==> src/rtl/core/pnms_pkg.sv <==
// Package for the prime numerator max select block.
// Holds the default width and the status bundle of the shared divider.
// No dependencies.
`default_nettype none

package pnms_pkg;

    // Default width of the numerator and denominator fields.
    localparam int NUM_WIDTH_DEF = 16;

    // Status of the shared remainder unit as seen by the sequencer.
    typedef struct packed {
        logic busy;
        logic done;
    } t_div_stat;

endpackage

`default_nettype wire

==> src/rtl/core/pnms_divider.sv <==
// Iterative restoring remainder unit, one dividend bit per cycle.
// Depends on pnms_pkg for the status bundle.
`default_nettype none

module pnms_divider #(
    parameter int NUM_W = pnms_pkg::NUM_WIDTH_DEF,
    parameter int DIV_W = (NUM_W + 1) / 2 + 1
) (
    input  wire logic               i_clk,
    input  wire logic               i_rst_n,
    input  wire logic               i_start,
    input  wire logic [NUM_W-1:0]   i_dividend,
    input  wire logic [DIV_W-1:0]   i_divisor,
    output pnms_pkg::t_div_stat     o_stat,
    output logic      [DIV_W-1:0]   o_remainder
);

    localparam int CNT_W = $clog2(NUM_W + 1);

    logic             r_busy;
    logic             r_done;
    logic [CNT_W-1:0] r_count;
    logic [DIV_W-1:0] r_rem;
    logic [NUM_W-1:0] r_quo;
    logic [DIV_W-1:0] n_rem;
    logic [DIV_W:0]   trial;

    // Shift in the next dividend bit and subtract the divisor if it fits.
    always_comb begin
        trial = {r_rem, r_quo[NUM_W-1]};
        if (trial >= {1'b0, i_divisor}) begin
            n_rem = DIV_W'(trial - {1'b0, i_divisor});
        end else begin
            n_rem = DIV_W'(trial);
        end
    end

    // Sequencing of the bit steps; done pulses for one cycle at the end.
    always_ff @(posedge i_clk) begin
        if (!i_rst_n) begin
            r_busy  <= 1'b0;
            r_done  <= 1'b0;
            r_count <= '0;
        end else begin
            r_done <= 1'b0;
            if (i_start) begin
                r_busy  <= 1'b1;
                r_count <= CNT_W'(NUM_W);
                r_rem   <= '0;
                r_quo   <= i_dividend;
            end else if (r_busy) begin
                r_rem   <= n_rem;
                r_quo   <= {r_quo[NUM_W-2:0], 1'b0};
                r_count <= r_count - CNT_W'(1);
                if (r_count == CNT_W'(1)) begin
                    r_busy <= 1'b0;
                    r_done <= 1'b1;
                end
            end
        end
    end

    assign o_stat.busy = r_busy;
    assign o_stat.done = r_done;
    assign o_remainder = r_rem;

endmodule

`default_nettype wire

==> src/rtl/core/prime_numerator_max_select.sv <==
// Every item takes a sequential primality test of its numerator magnitude by trial division
// with divisors 2, 3, ... while the divisor squared does not exceed the magnitude. Each trial
// divisor runs through the shared restoring remainder unit, which produces one bit per cycle.
// The input is not ready while an item is under test. The fraction with the largest prime
// magnitude is kept (the earlier one on a tie), and the item marked by tlast produces one
// result: the kept fraction with tuser set, or 0/1 with tuser clear.
// Depends on pnms_pkg and pnms_divider.
`default_nettype none

module prime_numerator_max_select #(
    parameter int NUM_WIDTH = pnms_pkg::NUM_WIDTH_DEF
) (
    input  wire logic                                i_clk,
    input  wire logic                                i_rst_n,
    // Input item.
    input  wire logic                                i_s_axis_tvalid,
    output logic                                     o_s_axis_tready,
    // tdata fields from bit 0: numerator, denominator, zero pad to bytes.
    input  wire logic [((2*NUM_WIDTH+7)/8)*8-1:0]    i_s_axis_tdata,
    // tlast: last_item.
    input  wire logic                                i_s_axis_tlast,
    // Result item.
    output logic                                     o_m_axis_tvalid,
    input  wire logic                                i_m_axis_tready,
    // tdata fields from bit 0: best_num, best_den, zero pad to bytes.
    output logic      [((2*NUM_WIDTH+7)/8)*8-1:0]    o_m_axis_tdata,
    // tuser fields from bit 0: found.
    output logic                                     o_m_axis_tuser
);

    localparam int TDATA_W = ((2 * NUM_WIDTH + 7) / 8) * 8;
    localparam int DIV_W   = (NUM_WIDTH + 1) / 2 + 1;
    localparam int SQ_W    = 2 * DIV_W;

    typedef enum logic [2:0] {
        S_IDLE,
        S_TEST,
        S_DIV,
        S_DECIDE,
        S_EMIT
    } t_state;

    t_state                  r_state;
    logic [NUM_WIDTH-1:0]    r_mag;
    logic [NUM_WIDTH-1:0]    r_num;
    logic [NUM_WIDTH-1:0]    r_den;
    logic                    r_last;
    logic                    r_prime;
    logic [DIV_W-1:0]        r_d;
    logic [SQ_W-1:0]         r_sq;
    logic                    r_div_start;
    logic                    r_have;
    logic [NUM_WIDTH-1:0]    r_kmag;
    logic [NUM_WIDTH-1:0]    r_knum;
    logic [NUM_WIDTH-1:0]    r_kden;
    logic                    r_out_valid;
    logic [NUM_WIDTH-1:0]    r_out_num;
    logic [NUM_WIDTH-1:0]    r_out_den;
    logic                    r_out_found;

    logic [NUM_WIDTH-1:0]    in_num;
    logic [NUM_WIDTH-1:0]    in_den;
    logic [NUM_WIDTH-1:0]    n_mag;
    logic                    out_free;

    pnms_pkg::t_div_stat     div_stat;
    logic [DIV_W-1:0]        div_rem;

    // Shared remainder unit.
    pnms_divider #(
        .NUM_W (NUM_WIDTH),
        .DIV_W (DIV_W)
    ) u_div (
        .i_clk       (i_clk),
        .i_rst_n     (i_rst_n),
        .i_start     (r_div_start),
        .i_dividend  (r_mag),
        .i_divisor   (r_d),
        .o_stat      (div_stat),
        .o_remainder (div_rem)
    );

    // Unpack the input item and take the numerator magnitude.
    always_comb begin
        in_num = i_s_axis_tdata[NUM_WIDTH-1:0];
        in_den = i_s_axis_tdata[2*NUM_WIDTH-1:NUM_WIDTH];
        if (in_num[NUM_WIDTH-1]) begin
            n_mag = ~in_num + NUM_WIDTH'(1);
        end else begin
            n_mag = in_num;
        end
    end

    assign out_free = !r_out_valid || i_m_axis_tready;

    // Sequencer, kept fraction and output register.
    always_ff @(posedge i_clk) begin
        if (!i_rst_n) begin
            r_state     <= S_IDLE;
            r_div_start <= 1'b0;
            r_have      <= 1'b0;
            r_kmag      <= '0;
            r_knum      <= '0;
            r_kden      <= NUM_WIDTH'(1);
            r_out_valid <= 1'b0;
        end else begin
            r_div_start <= 1'b0;
            // A taken result frees the register unless the emit state reloads it.
            if (r_out_valid && i_m_axis_tready && r_state != S_EMIT) begin
                r_out_valid <= 1'b0;
            end
            unique case (r_state)
                S_IDLE: begin
                    if (i_s_axis_tvalid) begin
                        r_mag   <= n_mag;
                        r_num   <= in_num;
                        r_den   <= in_den;
                        r_last  <= i_s_axis_tlast;
                        r_d     <= DIV_W'(2);
                        r_sq    <= SQ_W'(4);
                        r_state <= S_TEST;
                    end
                end
                S_TEST: begin
                    // Magnitudes below two are not prime; past the square root it is.
                    if (r_mag < NUM_WIDTH'(2)) begin
                        r_prime <= 1'b0;
                        r_state <= S_DECIDE;
                    end else if (r_sq > SQ_W'(r_mag)) begin
                        r_prime <= 1'b1;
                        r_state <= S_DECIDE;
                    end else begin
                        r_div_start <= 1'b1;
                        r_state     <= S_DIV;
                    end
                end
                S_DIV: begin
                    if (div_stat.done) begin
                        if (div_rem == '0) begin
                            r_prime <= 1'b0;
                            r_state <= S_DECIDE;
                        end else begin
                            r_d     <= r_d + DIV_W'(1);
                            r_sq    <= r_sq + SQ_W'({r_d, 1'b1});
                            r_state <= S_TEST;
                        end
                    end
                end
                S_DECIDE: begin
                    if (r_prime && (!r_have || r_mag > r_kmag)) begin
                        r_have <= 1'b1;
                        r_kmag <= r_mag;
                        r_knum <= r_num;
                        r_kden <= r_den;
                    end
                    r_state <= r_last ? S_EMIT : S_IDLE;
                end
                S_EMIT: begin
                    // Load the result once the output register is free, then clear.
                    if (out_free) begin
                        r_out_valid <= 1'b1;
                        r_out_num   <= r_have ? r_knum : '0;
                        r_out_den   <= r_have ? r_kden : NUM_WIDTH'(1);
                        r_out_found <= r_have;
                        r_have      <= 1'b0;
                        r_kmag      <= '0;
                        r_knum      <= '0;
                        r_kden      <= NUM_WIDTH'(1);
                        r_state     <= S_IDLE;
                    end
                end
                default: begin
                    r_state <= S_IDLE;
                end
            endcase
        end
    end

    assign o_s_axis_tready = (r_state == S_IDLE);
    assign o_m_axis_tvalid = r_out_valid;
    assign o_m_axis_tdata  = TDATA_W'({r_out_den, r_out_num});
    assign o_m_axis_tuser  = r_out_found;

    // The divider is only started when idle and from the division wait.
    a_start_idle: assert property (@(posedge i_clk) disable iff (!i_rst_n)
        r_div_start |-> (!div_stat.busy && r_state == S_DIV))
        else $error("divider started while busy or outside its wait state");

    // A remainder only completes while the sequencer waits for it.
    a_done_in_div: assert property (@(posedge i_clk) disable iff (!i_rst_n)
        div_stat.done |-> r_state == S_DIV)
        else $error("divider finished outside the division wait");

    // A new result only appears after the emit state.
    a_emit_src: assert property (@(posedge i_clk) disable iff (!i_rst_n)
        (r_out_valid && !$past(r_out_valid && !i_m_axis_tready)) |->
            $past(r_state) == S_EMIT)
        else $error("result loaded outside the emit state");

    // With nothing kept the kept fraction holds its cleared values.
    a_kept_clear: assert property (@(posedge i_clk) disable iff (!i_rst_n)
        !r_have |-> (r_kmag == '0 && r_knum == '0 && r_kden == NUM_WIDTH'(1)))
        else $error("kept fraction not cleared");

endmodule

`default_nettype wire

==> config.mk <==
export PLATFORM = sky130hd
export DESIGN_NAME = prime_numerator_max_select
export DESIGN_NICKNAME = d
export VERILOG_FILES = /design/src/rtl/core/pnms_pkg.sv /design/src/rtl/core/pnms_divider.sv /design/src/rtl/core/prime_numerator_max_select.sv
export SDC_FILE = /design/constraint.sdc
export NUM_CORES = 1
export LEC_CHECK = 0
export BUFFER_PORTS_ARGS = -buffer_cell sky130_fd_sc_hd__buf_4
export CAP_MARGIN = 30
export CELL_PAD_IN_SITES_DETAIL_PLACEMENT = 1
export CELL_PAD_IN_SITES_GLOBAL_PLACEMENT = 1
export CORE_MARGIN = 2
export CORE_UTILIZATION = 44
export DETAILED_ROUTE_END_ITERATION = 16
export GPL_TIMING_DRIVEN = 0
export MAX_ROUTING_LAYER = met4
export PLACE_DENSITY_LB_ADDON = 0.1
export SLEW_MARGIN = 20
export SYNTH_ARGS = -nofsm -noshare
export SYNTH_HDL_FRONTEND = slang
export SYNTH_HIERARCHICAL = 1
export SYNTH_SLANG_ARGS = --single-unit
export TNS_END_PERCENT = 50
==> constraint.sdc <==
create_clock -name i_clk -period 3.4 [get_ports i_clk]
set_input_delay 0.17 -clock i_clk [delete_from_list [all_inputs] [get_ports i_clk]]
set_output_delay 0.17 -clock i_clk [all_outputs]
set_load 0.02 [all_outputs]
== Yosys cells after proc, flatten, opt, wreduce, memory -nomap -nowiden ==
Index checks and enable logic that the tools add are counted.
Widths: inputs -> output; s select.

* Add/sub/neg operators: 5
* Magnitude comparators: 4
* Equal/unequal tests: 13
* Mux-type cells: 47
* Bitwise operators: 4
* Reductions and logical operators: 23

{| class="wikitable"
|+ Operator list
! cell !! number
|-
| $mux 16 || 7
|-
| $pmux 16 s2 || 3
|-
| $mux 18 || 3
|-
| $mux 9 || 5
|-
| $pmux 18 s2 || 1
|-
| $add 18x10->18 || 1
|-
| $gt 18x16->1 || 1
|-
| $pmux 9 s2 || 1
|-
| $add 16x1->16 const B || 1
|-
| $gt 16x16->1 || 1
|-
| $lt 16x2->1 const B || 1
|-
| $mux 1 || 16
|-
| $not 16->16 || 1
|-
| $mux 15 || 1
|-
| $pmux 3 s5 || 1
|-
| $mux 3 || 4
|-
| $reduce_and 3->1 || 4
|-
| $ge 10x9->1 || 1
|-
| $mux 5 || 2
|-
| $ne 2x2->1 const B || 5
|-
| $reduce_and 5->1 || 2
|-
| $add 9x1->9 const B || 1
|-
| $logic_not 9->1 || 1
|-
| $sub 9x9->9 || 1
|-
| other kinds (18) || 31
|}

* Register bits: 196
* Logic and storage cells: 120

== Longest topological paths before layout ==
* Depth in word-level cells: 5
* Mapped depth: 10

== Modules after synthesis ==
The synthesis kept the hierarchy.

{| class="wikitable"
|+ By module, submodules not included
! module !! times used !! cells an instance !! area an instance (µm²)
|-
| prime_numerator_max_select || 1 || 694 || 7726.2
|-
| pnms_divider || 1 || 161 || 1864.3
|}

== Least setup slack after synthesis ==
OpenSTA, ideal clock, no wires.

* Path type: register to register
* From: register r_state[0]
* To: register r_d[0] (enable)
* Library setup time: 451 ps
* Arrival time: 3056 ps
* Data required time: 2949 ps
* Setup slack: -107 ps
* Cell stages (with the launch flop): 7
* Clock period less this slack: 3507 ps
* Cells stage by stage: dfxtp_1 -> clkbuf_1 -> nor2_1 -> nand2_1 -> nand2_1 -> or2_2 -> nor3b_1

* Longest elaborated chain between the ends: 3
* Elaborated cells on any way between the ends: 7
* Those cells by class: eq/ne: 4; reduce/logical: 3

{| class="wikitable"
|+ RTL lines
! element !! line !! text
|-
| start, declared || prime_numerator_max_select.sv:43 || <nowiki>t_state r_state;</nowiki>
|-
| start signal, assigned || prime_numerator_max_select.sv:156 || <nowiki>r_state <= r_last ? S_EMIT : S_IDLE;</nowiki>
|-
| $eq 3x2->1 or $logic_not 3->1 (tied branches) || prime_numerator_max_select.sv:112 || <nowiki>unique case (r_state)</nowiki>
|-
| $ne 2x2->1 (no source line) (tied with other cells) || - ||
|-
| $reduce_and 5->1 (no source line) * || - ||
|-
| end signal, assigned || prime_numerator_max_select.sv:143 || <nowiki>r_d <= r_d + DIV_W'(1);</nowiki>
|-
| end, declared || prime_numerator_max_select.sv:49 || <nowiki>logic [DIV_W-1:0] r_d;</nowiki>
|}

Every way passes the cells marked *; elsewhere a longest branch is shown, timed or not.
A chain may end at the register's enable or synchronous reset.

== Final worst setup path ==
* From: register r_mag[14]
* To: register r_kmag[14]

* Longest elaborated chain between the ends: 5
* Elaborated cells on any way between the ends: 7
* Those cells by class: order compare: 1; eq/ne: 1; mux: 2; reduce/logical: 3

{| class="wikitable"
|+ RTL lines
! element !! line !! text
|-
| start, declared || prime_numerator_max_select.sv:44 || <nowiki>logic [NUM_WIDTH-1:0] r_mag;</nowiki>
|-
| start signal, assigned || prime_numerator_max_select.sv:115 || <nowiki>r_mag <= n_mag;</nowiki>
|-
| $gt 16x16->1 || prime_numerator_max_select.sv:150 || <nowiki>if (r_prime && (!r_have || r_mag > r_kmag)) begin</nowiki>
|-
| $logic_or 1x1->1 || prime_numerator_max_select.sv:150 ||
|-
| $logic_and 1x1->1 || prime_numerator_max_select.sv:150 ||
|-
| $ne 2x2->1 (no source line) || - ||
|-
| $reduce_and 3->1 (no source line) || - ||
|-
| end signal, assigned || prime_numerator_max_select.sv:152 || <nowiki>r_kmag <= r_mag;</nowiki>
|-
| end, declared || prime_numerator_max_select.sv:53 || <nowiki>logic [NUM_WIDTH-1:0] r_kmag;</nowiki>
|}

Several ways; a longest one is shown, not always the timed one. The select of a mux whose other input is x is not followed.

==> results.md <==
- 1st-iter DRT viols: ~320
- Clock slew at reported path FFs: 0.08 ns
- Worst setup EP type: register
- Core outline area: ~21000 um^2
- Router iterations before antenna repair: 4
- Row cnt: 53
- Max cap viols: 0
- CTS tree: done
- Vias in the first global route: 7466
- Gr usage total: between 20 and 25%
- Tightest Pin Transition: 0.848 ns
- Pwr Density: between 400 and 500 nW/um^2
- Routed WL: about 24000 um
- Initial Utilization: a little under half
- Critical-path top delay cell: edfxtp_1
- Sequential cell area: between 5000 and 6000 um^2
- Synth-to-Final Area Change: 19.7%
- Final Core Density: a little over half
- Clock root buffer: clkbuf_16
- Area of the die: approximately 23000 um^2
- Slowest cell delay on critical path: 0.53 ns
- Post-CTS Setup Bufs: 0
- R2R Path Start: r_mag[14]
- CTS sink count: 194
- Total clock buffers created by CTS: 17
- CP Capture Point: r_kmag[14]
- Final TNS setup: 0 ns
- CP Launch Type: register
- Crit path required time: about 3.8 ns
- CP arrival: ~3.3 ns
- Worst path most repeated cell: buf_2
- Die H: ~150 um
- Ports: just over 70
- Critical-path cell list: ha_1 -> a21oi_1 -> nand2_1 -> a211o_1 -> o31ai_1 -> buf_2 -> buf_2 -> mux2i_1
- Detailed Place HPWL: about 18000 um
- Leakage: approximately 4.5 nW
- R2R setup slack: 0.43 ns
- Remaining DRCs: 0
- Worst vdd ir: approximately 0.00034 V
- Initial antenna violation count: 0
- Mapped Avg Cell Area: ~11 um^2
- Reg2Reg Capture Point: r_kmag[14]
- Vias after detailed routing: just under 7k
- Die W: ~150 um
- Fill cell count: around 2.2k
- RSZ-0062 raised after global routing: no
- Final Hold Viols: 0
- Largest net degree at the start of global routing: approximately 50
- Syn Inst Count: between 800 and 900
- Footprint of the multi-input gates: just over 4000 um^2
- Final Max Slew Viols: 0
- Fin nets: approximately 1.1k
- Port bufs: 71
- First-pass GRT wire length: 39400 um
- Grt ovf: 0
- Delay-heaviest family, CP: compound AO/OA/AOI/OAI gates
- Minimum clock period: around 3 ns
- R2R depth: 8
- Critical path class: reg2reg
- Final worst path period share: between 80 and 90%
- WP depth: 8
- CP Max Fanout: 10
- Hold Path Class: in2reg
- CTS HTree Levels: 4
- Rel. slew slack: between 40% and 50%
- Setup violations, final: 0
- Wire per inst: about 19 um
- Netlist Area Pre-Place: 9580 um^2
- Status: complete, no violations
- Syn Nets: 947
- CP Buf/Inv Count: 2
- Worst Skew: between 0.01 and 0.015 ns
- Drt via density: 5.45
- Crit path launch: r_mag[14]
- Clk Latency, worst-skew pair: 0.44 ns
- Maximum clock frequency: ~0.34 GHz
- RePlAce Congestion: just over 0.8
- Maximum buffer depth of the clock tree: 2
- Yosys Warn Count: 6
- Share of cells above drive strength 1: between 10% and 20%
- Routed Antenna Nets: 0
- ANT cells: 0
-- worst reg2reg max path, stage by stage (launching register included) --
cell	delay [ns]
edfxtp_1	0.53
ha_1	0.38
a21oi_1	0.15
nand2_1	0.07
a211o_1	0.29
o31ai_1	0.46
buf_2	0.40
buf_2	0.37
mux2i_1	0.24
-- placed cells by master, fill, tap and decap left out, types with 12 or more instances in the layout --
master         count
nand3_1           64
clkbuf_1          29
edfxtp_1         134
mux2i_1           48
mux2_2            15
dlygate4sd3_1     33
clkbuf_16         17
xnor2_1           27
a211oi_1          12
inv_1             58
o21ai_0           25
nor2_1            48
buf_4             72
dfxtp_1           60
and2_1            32
a21oi_1           25
nand2_1           75
nor3_1            15
ha_1              54
-- power breakdown --
group          internal, mW  switching, mW
clock network          1.01           1.02
registers              2.63         0.0792
logic                 0.290          0.409
-- sequential cells by signal (all words and copies together), names as in the netlist, 5 cells and up --
signal,flops
u_div/r_count,5
r_kmag,16
u_div/r_quo,16
r_out_den,16
r_d,9
r_num,15
r_sq,18
r_mag,16
r_den,16
r_kden,16
r_out_num,16
r_knum,15
u_div/o_remainder,9
-- layout make-up --
| cell class | instances | area share, % |
|---|---|---|
| sequential | 194 | 45.6 |
| multi-input combinational | 566 | 35.1 |
| timing repair buffer | 107 | 8.00 |
| clock buffer | 18 | 3.83 |
| tap | 275 | 3.00 |
| inverter | 58 | 1.90 |
| clock inverter | 14 | 1.37 |
| buffer | 36 | 1.25 |
-- worst min-delay path by stage --
| stage | from | endpoint | slack, ns | depth (start not counted) |
|---|---|---|---|---|
| 4_1_cts | i_rst_n | u_div/r_count[4] | 0.02 | 2 |
| 3_5_place_dp | i_s_axis_tdata[18] | r_den[2] | 0.35 | 1 |
| 2_1_floorplan | i_s_axis_tdata[16] | r_den[0] | 0.27 | 0 |
| 6_report | i_rst_n | u_div/r_count[4] | 0.03 | 2 |
| 5_1_grt | i_rst_n | u_div/r_count[4] | 0.01 | 2 |
| 3_3_place_gp | i_s_axis_tdata[28] | r_den[12] | 0.35 | 1 |
-- per-stage QoR --
stage               instances  hold slack [ns]  total power, mW  area (um^2)  worst slack (ns)
global route             1268           0.0123             5.66        11500             0.178
floorplan                 854            0.269             3.19         9590             0.250
finish                   1268           0.0274             5.44        11500             0.429
detailed placement       1203            0.350             3.43        10500             0.398
CTS                      1268           0.0168             5.48        11500             0.375
global placement         1200            0.350             3.38        10500            -0.738
-- repair_timing --
item,4_1_cts,5_1_grt
endpoints found under the hold margin,33,0
hold buffers,33,0
gates resized for setup,0,0
-- layer usage --
layer / GRT usage (%) / vias up / wire length (um)
li1: - / 3346 / -
met1: 29.4 / 3422 / 11100
met2: 39.0 / 115 / 12100
met3: 3.23 / 25 / 783
met4: 5.42 / 0 / 319
met5: - / - / 0
No activity file was read; power rests on OpenSTA's default activity.
